**src/design/docs_pkg.sv**
```systemverilog
// ----------------------------------------------------------------------------
// docs_pkg
// Shared types and constants of the delayed output channel scheduler.
// ----------------------------------------------------------------------------
package docs_pkg;

    localparam int CHANNELS         = 33;
    localparam int DIMMER_CHANNELS  = 4;
    localparam int IDX_W            = $clog2(CHANNELS);
    localparam int CNT_W            = $clog2(CHANNELS + 1);

    localparam int MAX_DELAY        = 3600;
    localparam int RELAY_ON_LEVEL   = 100;
    localparam int ALL_CHANNELS     = 255;
    localparam int RESET_DIVIDE     = 100;

    localparam int RELAY_TABLE_SIZE = 29;
    localparam int RELAY_IW         = $clog2(RELAY_TABLE_SIZE);

    // Relay register address per relay channel (channel index minus dimmers)
    localparam logic [5:0] RELAY_MAP [RELAY_TABLE_SIZE] = '{
        6'd57, 6'd56, 6'd55, 6'd54,
        6'd53, 6'd52, 6'd51, 6'd50, 6'd49, 6'd48, 6'd47, 6'd46, 6'd45, 6'd44,
        6'd43, 6'd42, 6'd41, 6'd40,
        6'd39, 6'd38, 6'd37, 6'd36, 6'd35,
        6'd34, 6'd33, 6'd32, 6'd31, 6'd30, 6'd29
    };

    typedef enum logic [1:0] {
        CMD_TICK  = 2'd0,
        CMD_WRITE = 2'd1,
        CMD_READ  = 2'd2,
        CMD_NONE  = 2'd3
    } t_cmd;

    typedef enum logic [1:0] {
        KIND_ACK    = 2'd0,
        KIND_READ   = 2'd1,
        KIND_DIMMER = 2'd2,
        KIND_RELAY  = 2'd3
    } t_kind;

    typedef enum logic {
        ST_OK          = 1'b0,
        ST_BAD_CHANNEL = 1'b1
    } t_status;

    // One channel entry as held in the channel memory
    typedef struct packed {
        logic [7:0]  level;
        logic [11:0] delay;
        logic        pending;
    } t_entry;

    // One result without its last flag
    typedef struct packed {
        t_kind       kind;
        t_status     status;
        logic [5:0]  channel_index;
        logic [7:0]  out_level;
        logic [5:0]  relay_address;
        logic        relay_on;
    } t_result;

endpackage

```
**src/design/docs_cmd_if.sv**
```systemverilog
// ----------------------------------------------------------------------------
// docs_cmd_if
// Command channel: valid/ready handshake with the command payload.
// ----------------------------------------------------------------------------
interface docs_cmd_if;
    logic        valid;
    logic        ready;
    logic [1:0]  cmd;
    logic [7:0]  channel;
    logic [7:0]  level;
    logic [15:0] delay_seconds;

    modport source (output valid, cmd, channel, level, delay_seconds, input ready);
    modport sink   (input valid, cmd, channel, level, delay_seconds, output ready);
endinterface

```
**src/design/docs_res_if.sv**
```systemverilog
// ----------------------------------------------------------------------------
// docs_res_if
// Result channel: valid/ready handshake with the result payload.
// ----------------------------------------------------------------------------
interface docs_res_if;
    logic        valid;
    logic        ready;
    logic [1:0]  kind;
    logic        status;
    logic [5:0]  channel_index;
    logic [7:0]  out_level;
    logic [5:0]  relay_address;
    logic        relay_on;
    logic        last;

    modport source (output valid, kind, status, channel_index, out_level,
                    relay_address, relay_on, last, input ready);
    modport sink   (input valid, kind, status, channel_index, out_level,
                    relay_address, relay_on, last, output ready);
endinterface

```
**src/design/delayed_output_channel_scheduler.sv**
```systemverilog
// ----------------------------------------------------------------------------
// delayed_output_channel_scheduler
// Per-channel level/delay store with a prescaled one-second countdown sweep.
// ----------------------------------------------------------------------------
// Commands arrive one at a time on i_cmd_if and each transfer yields zero or
// more results on o_res_if, the final one flagged with last. A write to all
// channels sweeps the channel memory once. A tick that passes the prescaler
// walks every channel entry through the memory's read-modify-write pipeline,
// one entry per cycle except while a result waits for the sink to raise
// ready. Ticks stopped by the prescaler only advance it and yield no result.
// The sweep's pace is set by the single read and single write port of the
// channel memory. A new command may be taken while the last result still
// waits in the output register.
// tick_divide must be written through i_cfg_we/i_cfg_wdata only while idle;
// the block itself does not enforce this. Zero acts as one. After reset the
// first tick fires unless tick_divide is first set above RESET_DIVIDE + 1.
// ----------------------------------------------------------------------------
module delayed_output_channel_scheduler (
    input  logic        i_clk,
    input  logic        i_rst_n,
    input  logic        i_cfg_we,
    input  logic [15:0] i_cfg_wdata,
    docs_cmd_if.sink    i_cmd_if,
    docs_res_if.source  o_res_if
);
    import docs_pkg::*;

    typedef enum logic [4:0] {
        S_IDLE   = 5'b00001,
        S_RDWAIT = 5'b00010,
        S_WALL   = 5'b00100,
        S_SWEEP  = 5'b01000,
        S_DRAIN  = 5'b10000
    } t_state;

    // ------------------------------------------------------------------
    // Registers
    // ------------------------------------------------------------------
    t_state            r_state, n_state;
    logic [15:0]       r_div;
    logic [15:0]       r_presc, n_presc;
    logic [CNT_W-1:0]  r_idx, n_idx;        // sweep read pointer
    logic              r_b_valid, n_b_valid; // entry in read-back stage
    logic [IDX_W-1:0]  r_b_idx, n_b_idx;
    logic [7:0]        r_lvl;               // latched write payload
    logic [11:0]       r_dly;

    // Held result: emitted only once it is known whether another follows
    logic              r_hold_valid, n_hold_valid;
    t_result           r_hold, n_hold;

    // Output register
    logic              r_out_valid, n_out_valid;
    t_result           r_out, n_out;
    logic              r_out_last, n_out_last;

    // Channel memory with registered read data; valid bits cover reset
    t_entry            r_mem [CHANNELS];
    t_entry            r_q;
    logic              r_q_valid;
    logic [CHANNELS-1:0] r_valid;

    // ------------------------------------------------------------------
    // Input decode
    // ------------------------------------------------------------------
    t_cmd              in_cmd;
    logic              in_xfer;
    logic              ch_all;
    logic              ch_good;
    logic [IDX_W-1:0]  ch_idx;
    logic [11:0]       in_dly;
    logic [16:0]       presc_inc;
    logic              presc_fire;

    assign in_cmd     = t_cmd'(i_cmd_if.cmd);
    assign i_cmd_if.ready = (r_state == S_IDLE);
    assign in_xfer    = i_cmd_if.valid && i_cmd_if.ready;
    assign ch_all     = (i_cmd_if.channel == 8'(ALL_CHANNELS));
    assign ch_good    = (i_cmd_if.channel != 8'd0) && (i_cmd_if.channel <= 8'(CHANNELS));
    assign ch_idx     = IDX_W'(i_cmd_if.channel - 8'd1);
    // over-long delays collapse to zero
    assign in_dly     = (i_cmd_if.delay_seconds > 16'(MAX_DELAY)) ? 12'd0
                                                                  : i_cmd_if.delay_seconds[11:0];
    assign presc_inc  = {1'b0, r_presc} + 17'd1;
    assign presc_fire = (presc_inc >= {1'b0, r_div});

    // ------------------------------------------------------------------
    // Read-back stage of the tick sweep
    // ------------------------------------------------------------------
    t_entry            b_ent;
    logic              b_dec;
    logic              b_apply;
    logic              b_emit;
    t_result           b_res;
    logic [IDX_W-1:0]  b_rel;
    logic [7:0]        b_rel_w;
    logic              can_push;
    logic              stall;
    logic              advance;
    logic              sweep_rd;

    assign b_ent   = r_q_valid ? r_q : '0;
    assign b_dec   = r_b_valid && b_ent.pending && (b_ent.delay != 12'd0);
    assign b_apply = r_b_valid && b_ent.pending && (b_ent.delay == 12'd0);
    assign b_rel   = IDX_W'(r_b_idx - IDX_W'(DIMMER_CHANNELS));
    assign b_rel_w = 8'(b_rel);

    always_comb begin
        b_res  = '0;
        b_emit = 1'b0;
        if (int'(r_b_idx) < DIMMER_CHANNELS) begin
            b_res.kind          = KIND_DIMMER;
            b_res.channel_index = 6'(r_b_idx);
            b_res.out_level     = b_ent.level;
            b_emit              = b_apply;
        end else begin
            b_res.kind          = KIND_RELAY;
            b_res.channel_index = 6'(r_b_idx);
            b_res.relay_address = RELAY_MAP[b_rel_w[RELAY_IW-1:0]];
            b_res.relay_on      = (b_ent.level == 8'(RELAY_ON_LEVEL));
            // relay levels other than off/on and channels past the map stay silent
            b_emit = b_apply && (int'(b_rel_w) < RELAY_TABLE_SIZE)
                     && ((b_ent.level == 8'(RELAY_ON_LEVEL)) || (b_ent.level == 8'd0));
        end
    end

    assign can_push = !r_out_valid || o_res_if.ready;
    // hold is full and the output register cannot take it yet
    assign stall    = (r_state == S_SWEEP) && b_emit && r_hold_valid && !can_push;
    assign advance  = !stall;
    assign sweep_rd = (r_state == S_SWEEP) && advance && (r_idx < CNT_W'(CHANNELS));

    // ------------------------------------------------------------------
    // Memory port selection
    // ------------------------------------------------------------------
    logic              mem_we;
    logic [IDX_W-1:0]  mem_wa;
    t_entry            mem_wd;
    logic              mem_re;
    logic [IDX_W-1:0]  mem_ra;

    always_comb begin
        mem_we = 1'b0;
        mem_wa = r_b_idx;
        mem_wd = b_ent;
        mem_re = 1'b0;
        mem_ra = r_idx[IDX_W-1:0];
        unique case (r_state)
            S_IDLE: begin
                mem_wa       = ch_idx;
                mem_wd.level = i_cmd_if.level;
                mem_wd.delay = in_dly;
                mem_wd.pending = 1'b1;
                mem_we = in_xfer && (in_cmd == CMD_WRITE) && !ch_all && ch_good;
                mem_ra = ch_idx;
                mem_re = in_xfer && (in_cmd == CMD_READ) && ch_good;
            end
            S_WALL: begin
                mem_we       = 1'b1;
                mem_wa       = r_idx[IDX_W-1:0];
                mem_wd.level = r_lvl;
                mem_wd.delay = r_dly;
                mem_wd.pending = 1'b1;
            end
            S_SWEEP: begin
                mem_re = sweep_rd;
                mem_we = advance && (b_dec || b_apply);
                if (b_dec) begin
                    mem_wd.delay = b_ent.delay - 12'd1;
                end else begin
                    mem_wd.pending = 1'b0;
                end
            end
            S_RDWAIT, S_DRAIN: begin
            end
            default: begin
            end
        endcase
    end

    always_ff @(posedge i_clk) begin
        if (mem_we) begin
            r_mem[mem_wa] <= mem_wd;
        end
        if (mem_re) begin
            r_q       <= r_mem[mem_ra];
            r_q_valid <= r_valid[mem_ra];
        end
    end

    always_ff @(posedge i_clk) begin
        if (!i_rst_n) begin
            r_valid <= '0;
        end else if (mem_we) begin
            r_valid[mem_wa] <= 1'b1;
        end
    end

    // ------------------------------------------------------------------
    // Control
    // ------------------------------------------------------------------
    always_comb begin
        n_state      = r_state;
        n_presc      = r_presc;
        n_idx        = r_idx;
        n_b_valid    = r_b_valid;
        n_b_idx      = r_b_idx;
        n_hold_valid = r_hold_valid;
        n_hold       = r_hold;
        n_out_valid  = r_out_valid && !o_res_if.ready;
        n_out        = r_out;
        n_out_last   = r_out_last;

        unique case (r_state)
            S_IDLE: begin
                if (in_xfer) begin
                    n_hold = '0;
                    unique case (in_cmd)
                        CMD_TICK: begin
                            if (presc_fire) begin
                                n_presc   = '0;
                                n_idx     = '0;
                                n_b_valid = 1'b0;
                                n_state   = S_SWEEP;
                            end else begin
                                n_presc   = presc_inc[15:0];
                            end
                        end
                        CMD_WRITE: begin
                            n_hold.kind = KIND_ACK;
                            if (ch_all) begin
                                n_idx   = '0;
                                n_state = S_WALL;
                            end else begin
                                n_hold_valid = 1'b1;
                                n_state      = S_DRAIN;
                                if (ch_good) begin
                                    n_hold.channel_index = 6'(ch_idx);
                                end else begin
                                    n_hold.status = ST_BAD_CHANNEL;
                                end
                            end
                        end
                        CMD_READ: begin
                            n_hold.kind = KIND_READ;
                            if (ch_good) begin
                                n_hold.channel_index = 6'(ch_idx);
                                n_state = S_RDWAIT;
                            end else begin
                                n_hold.status = ST_BAD_CHANNEL;
                                n_hold_valid  = 1'b1;
                                n_state       = S_DRAIN;
                            end
                        end
                        CMD_NONE: begin
                        end
                        default: begin
                        end
                    endcase
                end
            end
            S_RDWAIT: begin
                n_hold.out_level = r_q_valid ? r_q.level : 8'd0;
                n_hold_valid     = 1'b1;
                n_state          = S_DRAIN;
            end
            S_WALL: begin
                n_idx = r_idx + CNT_W'(1);
                if (r_idx == CNT_W'(CHANNELS - 1)) begin
                    n_hold_valid = 1'b1;
                    n_state      = S_DRAIN;
                end
            end
            S_SWEEP: begin
                if (advance) begin
                    if (b_emit) begin
                        if (r_hold_valid) begin
                            n_out_valid = 1'b1;
                            n_out       = r_hold;
                            n_out_last  = 1'b0;
                        end
                        n_hold_valid = 1'b1;
                        n_hold       = b_res;
                    end
                    n_b_valid = sweep_rd;
                    n_b_idx   = r_idx[IDX_W-1:0];
                    if (sweep_rd) begin
                        n_idx = r_idx + CNT_W'(1);
                    end
                    if (!sweep_rd && !r_b_valid) begin
                        n_state = S_DRAIN;
                    end
                end
            end
            S_DRAIN: begin
                if (!r_hold_valid) begin
                    n_state = S_IDLE;
                end else if (can_push) begin
                    n_out_valid  = 1'b1;
                    n_out        = r_hold;
                    n_out_last   = 1'b1;
                    n_hold_valid = 1'b0;
                    n_state      = S_IDLE;
                end
            end
            default: begin
                n_state = S_IDLE;
            end
        endcase
    end

    always_ff @(posedge i_clk) begin
        if (!i_rst_n) begin
            r_state      <= S_IDLE;
            r_div        <= 16'(RESET_DIVIDE);
            r_presc      <= 16'(RESET_DIVIDE);
            r_idx        <= '0;
            r_b_valid    <= 1'b0;
            r_hold_valid <= 1'b0;
            r_out_valid  <= 1'b0;
        end else begin
            r_state      <= n_state;
            r_presc      <= n_presc;
            r_idx        <= n_idx;
            r_b_valid    <= n_b_valid;
            r_hold_valid <= n_hold_valid;
            r_out_valid  <= n_out_valid;
            if (i_cfg_we) begin
                r_div <= i_cfg_wdata;
            end
        end
    end

    always_ff @(posedge i_clk) begin
        r_b_idx    <= n_b_idx;
        r_hold     <= n_hold;
        r_out      <= n_out;
        r_out_last <= n_out_last;
        if (in_xfer) begin
            r_lvl <= i_cmd_if.level;
            r_dly <= in_dly;
        end
    end

    // ------------------------------------------------------------------
    // Result port
    // ------------------------------------------------------------------
    assign o_res_if.valid         = r_out_valid;
    assign o_res_if.kind          = r_out.kind;
    assign o_res_if.status        = r_out.status;
    assign o_res_if.channel_index = r_out.channel_index;
    assign o_res_if.out_level     = r_out.out_level;
    assign o_res_if.relay_address = r_out.relay_address;
    assign o_res_if.relay_on      = r_out.relay_on;
    assign o_res_if.last          = r_out_last;

    // ------------------------------------------------------------------
    // Assertions
    // ------------------------------------------------------------------
    // No result may be left over once a command is fully done
    a_idle_hold_empty: assert property (@(posedge i_clk) disable iff (!i_rst_n)
        (r_state == S_IDLE) |-> !r_hold_valid)
        else $error("held result left behind in idle");

    // Sweep write-back never targets the entry being read
    a_rmw_no_clash: assert property (@(posedge i_clk) disable iff (!i_rst_n)
        (r_state == S_SWEEP && mem_we && mem_re) |-> (mem_wa != mem_ra))
        else $error("read and write-back collide on one entry");

    // A stalled sweep keeps its read-back entry
    a_stall_holds: assert property (@(posedge i_clk) disable iff (!i_rst_n)
        stall |=> ($stable(r_b_idx) && r_b_valid && $stable(r_idx)))
        else $error("sweep moved while stalled");

    // Sweep pointer never passes the channel count
    a_idx_range: assert property (@(posedge i_clk) disable iff (!i_rst_n)
        r_idx <= CNT_W'(CHANNELS))
        else $error("sweep pointer out of range");

endmodule
```
**src/flat_wrapper.sv**
```systemverilog
// flat-port wrapper written by rule: the top's interface ports become plain ports
module delayed_output_channel_scheduler_flat import docs_pkg::*;
  (i_clk, i_rst_n, i_cfg_we, i_cfg_wdata, i_cmd_if_valid, i_cmd_if_cmd, i_cmd_if_channel, i_cmd_if_level, i_cmd_if_delay_seconds, i_cmd_if_ready, o_res_if_valid, o_res_if_kind, o_res_if_status, o_res_if_channel_index, o_res_if_out_level, o_res_if_relay_address, o_res_if_relay_on, o_res_if_last, o_res_if_ready);
  docs_cmd_if i_cmd_if_i ();
  docs_res_if o_res_if_i ();
  input  logic i_clk;
  input  logic i_rst_n;
  input  logic i_cfg_we;
  input  logic [15:0] i_cfg_wdata;
  input wire logic [$bits(i_cmd_if_i.valid)-1:0] i_cmd_if_valid;
  input wire logic [$bits(i_cmd_if_i.cmd)-1:0] i_cmd_if_cmd;
  input wire logic [$bits(i_cmd_if_i.channel)-1:0] i_cmd_if_channel;
  input wire logic [$bits(i_cmd_if_i.level)-1:0] i_cmd_if_level;
  input wire logic [$bits(i_cmd_if_i.delay_seconds)-1:0] i_cmd_if_delay_seconds;
  output wire logic [$bits(i_cmd_if_i.ready)-1:0] i_cmd_if_ready;
  output wire logic [$bits(o_res_if_i.valid)-1:0] o_res_if_valid;
  output wire logic [$bits(o_res_if_i.kind)-1:0] o_res_if_kind;
  output wire logic [$bits(o_res_if_i.status)-1:0] o_res_if_status;
  output wire logic [$bits(o_res_if_i.channel_index)-1:0] o_res_if_channel_index;
  output wire logic [$bits(o_res_if_i.out_level)-1:0] o_res_if_out_level;
  output wire logic [$bits(o_res_if_i.relay_address)-1:0] o_res_if_relay_address;
  output wire logic [$bits(o_res_if_i.relay_on)-1:0] o_res_if_relay_on;
  output wire logic [$bits(o_res_if_i.last)-1:0] o_res_if_last;
  input wire logic [$bits(o_res_if_i.ready)-1:0] o_res_if_ready;
  assign i_cmd_if_i.valid = i_cmd_if_valid;
  assign i_cmd_if_i.cmd = i_cmd_if_cmd;
  assign i_cmd_if_i.channel = i_cmd_if_channel;
  assign i_cmd_if_i.level = i_cmd_if_level;
  assign i_cmd_if_i.delay_seconds = i_cmd_if_delay_seconds;
  assign i_cmd_if_ready = i_cmd_if_i.ready;
  assign o_res_if_valid = o_res_if_i.valid;
  assign o_res_if_kind = o_res_if_i.kind;
  assign o_res_if_status = o_res_if_i.status;
  assign o_res_if_channel_index = o_res_if_i.channel_index;
  assign o_res_if_out_level = o_res_if_i.out_level;
  assign o_res_if_relay_address = o_res_if_i.relay_address;
  assign o_res_if_relay_on = o_res_if_i.relay_on;
  assign o_res_if_last = o_res_if_i.last;
  assign o_res_if_i.ready = o_res_if_ready;
  delayed_output_channel_scheduler u_core (.i_clk(i_clk), .i_rst_n(i_rst_n), .i_cfg_we(i_cfg_we), .i_cfg_wdata(i_cfg_wdata), .i_cmd_if(i_cmd_if_i), .o_res_if(o_res_if_i));
endmodule
```
**config.mk**
```make
export PLATFORM = sky130hd
export DESIGN_NAME = delayed_output_channel_scheduler_flat
export DESIGN_NICKNAME = d
export VERILOG_FILES = /design/src/design/docs_pkg.sv /design/src/design/docs_cmd_if.sv /design/src/design/docs_res_if.sv /design/src/design/delayed_output_channel_scheduler.sv /design/src/flat_wrapper.sv
export SDC_FILE = /design/constraint.sdc
export NUM_CORES = 1
export LEC_CHECK = 0
export BUFFER_PORTS_ARGS = -buffer_cell sky130_fd_sc_hd__buf_2
export CORE_ASPECT_RATIO = 1.5
export CORE_MARGIN = 5
export CORE_UTILIZATION = 62
export CTS_CLUSTER_SIZE = 30
export DETAILED_ROUTE_END_ITERATION = 16
export PLACE_DENSITY = 0.76
export SLEW_MARGIN = 20
export SYNTH_ARGS = -nofsm -noshare
export SYNTH_HDL_FRONTEND = slang
export SYNTH_SLANG_ARGS = --single-unit
```
**constraint.sdc**
```tcl
create_clock -name i_clk -period 7.63 [get_ports i_clk]
set_clock_uncertainty 0.2 [all_clocks]
set_input_delay 1.1445 -clock i_clk [delete_from_list [all_inputs] [get_ports i_clk]]
set_output_delay 1.1445 -clock i_clk [all_outputs]
set_load 0.03 [all_outputs]
```
# Word-level counts from Yosys, hierarchy flattened

Memories as Yosys holds them, arrays and structs flattened. A register that Yosys moved wholly into a read port is not among the register bits.
Index checks and enable logic that the tools add are counted.

Muxes and demuxes: 85
Equality and inequality tests: 29
Reductions and logical operators: 50
$lt $le $gt $ge: 10
Bitwise gates (word level): 3
Add/sub/neg operators: 5

Operators with widths:

| cell                                                                    | number |
|---|---|
| 24-bit two-way mux                                                      | 8 |
| 6-bit two-way mux                                                       | 9 |
| 24-bit one-hot mux with 2 select lines                                  | 1 |
| 5-bit two-way mux                                                       | 9 |
| 13-bit one-hot mux with 3 select lines                                  | 1 |
| 33-bit bitwise OR                                                       | 1 |
| 8-bit one-hot mux with 2 select lines                                   | 2 |
| 1-bit two-way mux                                                       | 30 |
| 5-bit one-hot mux with 5 select lines                                   | 1 |
| 12-bit two-way mux                                                      | 2 |
| 6-bit one-hot mux with 2 select lines                                   | 2 |
| 8-bit one-hot mux with 3 select lines                                   | 1 |
| 1-bit logical AND                                                       | 21 |
| 21-bit two-way mux                                                      | 1 |
| 3-bit != test (second input constant)                                   | 7 |
| 6-bit one-hot mux with 3 select lines                                   | 1 |
| 9-bit one-hot mux with 2 select lines                                   | 1 |
| 16-bit by 1-bit adder with 17-bit output (second input constant)        | 1 |
| 17-bit by 16-bit greater-or-equal comparator with 1-bit output          | 1 |
| 16-bit by 12-bit > comparator with 1-bit output (second input constant) | 1 |
| 16-bit two-way mux                                                      | 1 |
| 8-bit two-way mux                                                       | 2 |
| 5-bit one-hot mux with 3 select lines                                   | 1 |
| 6-bit by 7-bit < comparator with 1-bit output (second input constant)   | 2 |
| 49 further kinds                                                        | 75 |

Flip-flop bits (word level): 155
Bits in read-only memories: 192
Bits in writable memories: 693
Output and inout port bits: 27
Word-level logic and storage cells: 209
Bits of input ports: 55
Memories: 2

Memories:

| memory           | depth | width | read ports | clocked after memory_dff | wr ports | RTL line                                | source |
|---|---|---|---|---|---|---|---|
| u_core.r_mem     | 33    | 21    | 1          | 1                        | 1        | delayed_output_channel_scheduler.sv:58  | `t_entry r_mem [CHANNELS];` |
| (name not given) | 32    | 6     | 1          | 0                        | 0        | delayed_output_channel_scheduler.sv:119 | `b_res.relay_address = RELAY_MAP[b_rel_w[RELAY_IW-1:0]];` |

# Longest topological paths before layout

Word-level depth: 17
Mapped depth: 15
Mapped depth without buffers: 15

# Worst setup path after synthesis

OpenSTA, ideal clock, no wires.

Path type: in2reg
Start: input port i_cmd_if_channel[2]
End: memory u_core.r_mem[3][0] in the netlist's numbering, enable pin
Data required time: 6.974 ns
Path slack: 1.981 ns
Library setup time: 0.456 ns
Cell stages on the path: 8
Arrival time: 4.993 ns
Cells stage by stage: or3_1 -> o21bai_1 -> a2111oi_2 -> nand4_1 -> nand2_1 -> a21oi_1 -> buf_2 -> nor4_1

Cells in the longest elaborated chain, start to end: 7
Elaborated cells between the ends (all ways): 12
Those cells by class: 1 x add/sub; 1 x order compare; 1 x eq/ne; 4 x mux; 5 x reduce/logical

RTL lines:

| what                                                                                                              | RTL line                               | source |
|---|---|---|
| from (decl)                                                                                                       | flat_wrapper.sv:12                     | `input wire logic [$bits(i_cmd_if_i.channel)-1:0] i_cmd_if_channel;` |
| parallel branches: the longest is 7 deep, another holds 8-bit by 6-bit less-or-equal comparator with 1-bit output | -                                      |  |
| to (decl)                                                                                                         | delayed_output_channel_scheduler.sv:58 |  |

Several ways; the timed one is not identified.

# Worst setup path after layout

Start: register u_core.r_state[1]
End: register, netlist name u_core.r_q[15]

Cells in the longest elaborated chain, start to end: 8
Elaborated cells between the ends (all ways): 13
Those cells by class: 2 x eq/ne; 2 x mux; 9 x reduce/logical

RTL lines:

| what                                           | RTL line                                                                                                                  | source |
|---|---|---|
| from (decl)                                    | delayed_output_channel_scheduler.sv:39                                                                                    | `t_state r_state, n_state;` |
| from (signal assigned)                         | delayed_output_channel_scheduler.sv:322                                                                                   | `r_state <= n_state;` |
| 5-bit by 4-bit equality test with 1-bit output | delayed_output_channel_scheduler.sv:129, delayed_output_channel_scheduler.sv:131, delayed_output_channel_scheduler.sv:148 |  |
| 1-bit logical AND (3 in series)                | delayed_output_channel_scheduler.sv:129                                                                                   | `assign stall = (r_state == S_SWEEP) && b_emit && r_hold_valid && !can_push;` |
| 1-bit logical NOT                              | delayed_output_channel_scheduler.sv:130                                                                                   | `assign advance = !stall;` |
| 1-bit logical AND (2 in series)                | delayed_output_channel_scheduler.sv:131                                                                                   | `assign sweep_rd = (r_state == S_SWEEP) && advance && (r_idx < CNT_W'(CHANNELS));` |
| 1-bit one-hot mux with 2 select lines          | delayed_output_channel_scheduler.sv:148                                                                                   | `unique case (r_state)` |

Parallel ways exist; a longest one is shown, timed or not.
A chain may end at the register's enable or synchronous reset.

==> out/qor.yml <==
outcome:
  run_status: "complete, no violations"
power_and_ir_drop:
  powerDensity_nw_per_um2: 331.9
  share_clk_of_total_power_pct: 29.7
  p_leak_nw: 13.91
  p_sw_mw: 4.239
  finalPower_mw: 13.20
  irDropWorstVdd_uv: 224.7
  combPwrFrac_pct: 26.5
  swShare_pct: 32.10
  p_int_mw: 8.966
  p_seq_share_pct: 43.8
routing:
  first_pass_iters: 6
  dr.first_iter.drc_count: 2621
  drt-total-wl_mm: 91.89
  via_per_inst: 6.622
  routedWlPerCell_um: 26.67
  drcViolationCount: 0
  vias: 22820
  antenna_left: 0
synth:
  syn_area_per_cell_um2: 14.13
  yosysTopAreaCell: "edfxtp_1"
  synthTopCellsByArea: "edfxtp_1 66%, dfxtp_1 4.4%, nand2_1 3.8%"
  synthDistinctLibCells: 77
  synthFlopType: "edfxtp_1"
  ys_seq_area_share_pct: 70.74
  synth_edf_count: 790
  synth_fa_ha_area_share_pct: 1.154
  synth_cells: 2532
  muxShareOfSynthArea_pct: 6.023
  ys_ff_latch: 869
  synth-compound-area-share_pct: 9.860
  synth_fp_nets: 2620
  syn_area_um2: 35770
  synthArstFlopShare_pct: 0
  ys_warn_count: 0
  yosys.area_share.xor_xnor_pct: 0.5386
  synth_top_family_by_area: "compound AO/OA/AOI/OAI gates"
  synth-simple-area-share_pct: 8.999
  yosysTopAreaCellShare_pct: 66.31
worst_setup_path:
  required_ns: 7.93
  cpPeakStageDelay_ns: 0.62
  end_kind: "flop"
  timing.critical_path.mode_cell: "buf_4"
  critical_path_class: "flop to flop"
  critPathMaxFanout: 45
  arrival_ns: 5.44
  critPathSlowestCell: "a2111oi_0"
  crit_chain: "or3_4, or2_1, buf_4, a21oi_4, buf_4, buf_4, a21oi_1, a22oi_1, o21ai_0, a2111oi_0, a22o_1"
  startpoint_type: "flop"
clock_tree:
  cts_sinks: 869
  clkLatencyLatePin_ns: 0.62
  clkTransAtPathRegs_ns: 0.07
  cts_made_buffers: 79
  htree_levels: 3
  tritoncts: "done"
  cts_resized: 0
  clockBufferDepth: 3
  cts_hold_repair.buffers: 0
  root_buffer: "clkbuf_16"
  cts_setup_buffers: 0
sta:
  setup_tns_ns: 0
  fmax_mhz: 194.4
  finalHoldViolations: 0
  rsz0062_at_grt: "no"
  worstMarginPinSlew_ns: 1.158
  report.final.slew_viol_count: 0
  finalCritPeriodShare_pct: 67.44
  period_needed_ns: 5.145
  setup_viol: 0
  relSlewSlack_pct: 22.54
finish:
  final_common_cell: "edfxtp_1"
  layout_common_cells: "790 x edfxtp_1, 360 x nand2_1, 182 x a21oi_1, 114 x mux2i_1, 100 x o21ai_0"
  area_delta_synth_final_pct: 11.22
  fin_nets: 2712
  design_area_um2: 39790
  layout-drive-gt1-share_pct: 14.91
  diodes: 0
global_routing:
  grt_pass1_vias: 22270
  grt.total_usage_pct: 29.12
  grt_max_degree: 72
  grt_overflow: 0
  antenna_found_initial: 0
  grt_pass1_wl_mm: 137.9
placed_design:
  postPlaceCellArea_um2: 37230
  routabilityCongestion: 0.9344
  io_buffers: 81
  hpwlAfterDp_mm: 58.74
die:
  die_height_um: 304.2
  die-area_um2: 62700
  io_pins: 82
  core_area_um2: 57030
  die_w_um: 206.1
  fp-row-count: 107
  start_util_pct: 62.72
job:
  drv_cap: 0
min_path:
  hp-class: "flop to flop"
[registers in the layout, indices dropped and copies added (netlist names), 12 cells and up]
register	cells
u_core.r_div	16
u_core.r_dly	12
u_core.r_hold	24
u_core.r_mem	693
u_core.r_presc	16
u_core.r_q	21
u_core.r_valid	33
[per-layer routing]
metal  GRT usage, %  vias to the layer above  share of wire (%)
li1               -                     9891                  -
met1          38.82                    11400                 37
met2          48.18                     1285                 50
met3          4.605                      244                9.0
met4          12.05                        0                4.2
met5              0                        -                  0
[layout make-up]
type                    count  area [um^2]
clock buffers             104         2171
clock inverters            36        365.4
fillers                  3764        17250
inverters                  50        188.9
multi-input cells        1471         9856
flip-flops and latches    869        25300
well taps                 763        954.7
repair buffers            153        945.9
[power by group through the flow]
stage | clock (mW) | sequential (mW) | combinational [mW]
detailed placement | 0 | 5.89 | 3.42
floorplan | 0 | 5.86 | 2.29
global route | 4.16 | 5.79 | 3.72
finish | 3.92 | 5.79 | 3.50
global placement | 0 | 5.88 | 3.32
CTS | 3.96 | 5.79 | 3.44
[synthesized netlist by cell type, types with 28 or more instances]
master / count
a21oi_1: 191
a22oi_1: 52
buf_2: 38
clkbuf_1: 62
dfxtp_1: 79
edfxtp_1: 790
ha_1: 33
inv_1: 48
mux2i_1: 114
mux4_2: 45
nand2_1: 365
nand3_1: 99
nand4_1: 28
nor2_1: 79
nor3_1: 35
o21ai_0: 105
o22ai_1: 28
[worst paths after layout]
path                                  start                                         end  slack (ns)  cells after the start
max          u_core.r_state[1]$_SDFFE_PN0P_                    u_core.r_q[15]$_DFFE_PP_        2.48                     11
min             u_core.r_hold[19]$_DFFE_PP_  u_core.o_res_if.channel_index[4]$_DFFE_PP_        0.22                      0
max reg2reg  u_core.r_state[1]$_SDFFE_PN0P_                    u_core.r_q[15]$_DFFE_PP_        2.48                     11
min reg2reg     u_core.r_hold[19]$_DFFE_PP_  u_core.o_res_if.channel_index[4]$_DFFE_PP_        0.22                      0
[worst max-delay path, delay by kind of cell, from the launching register on]
| kind | cells | cell delay (ns) |
|---|---|---|
| AOI/OAI and AO/OA | 6 | 1.91 |
| buffers and inverters | 3 | 1.51 |
| and+or+nand+nor | 2 | 0.92 |
| DFF | 1 | 0.38 |
[kinds of logic after synthesis]
family	count (synthesis)
DFF	869
and+or+nand+nor	706
AOI/OAI and AO/OA	551
buffers and inverters	192
muxes	159
adders and majority gates	33
xor gates and xnor gates	22
[through the flow]
step	worst slack [ns]	utilization (%)	std cells	hold slack, ns
finish	2.485	69.76	3446	0.2236
global route	2.291	69.76	3446	0.2357
CTS	2.581	69.72	3446	0.2230
detailed placement	2.282	65.28	3306	0.2115
global placement	2.460	65.27	3306	0.2025
floorplan	1.981	-	2532	0.2003
Power figures use the tool's default switching activity.
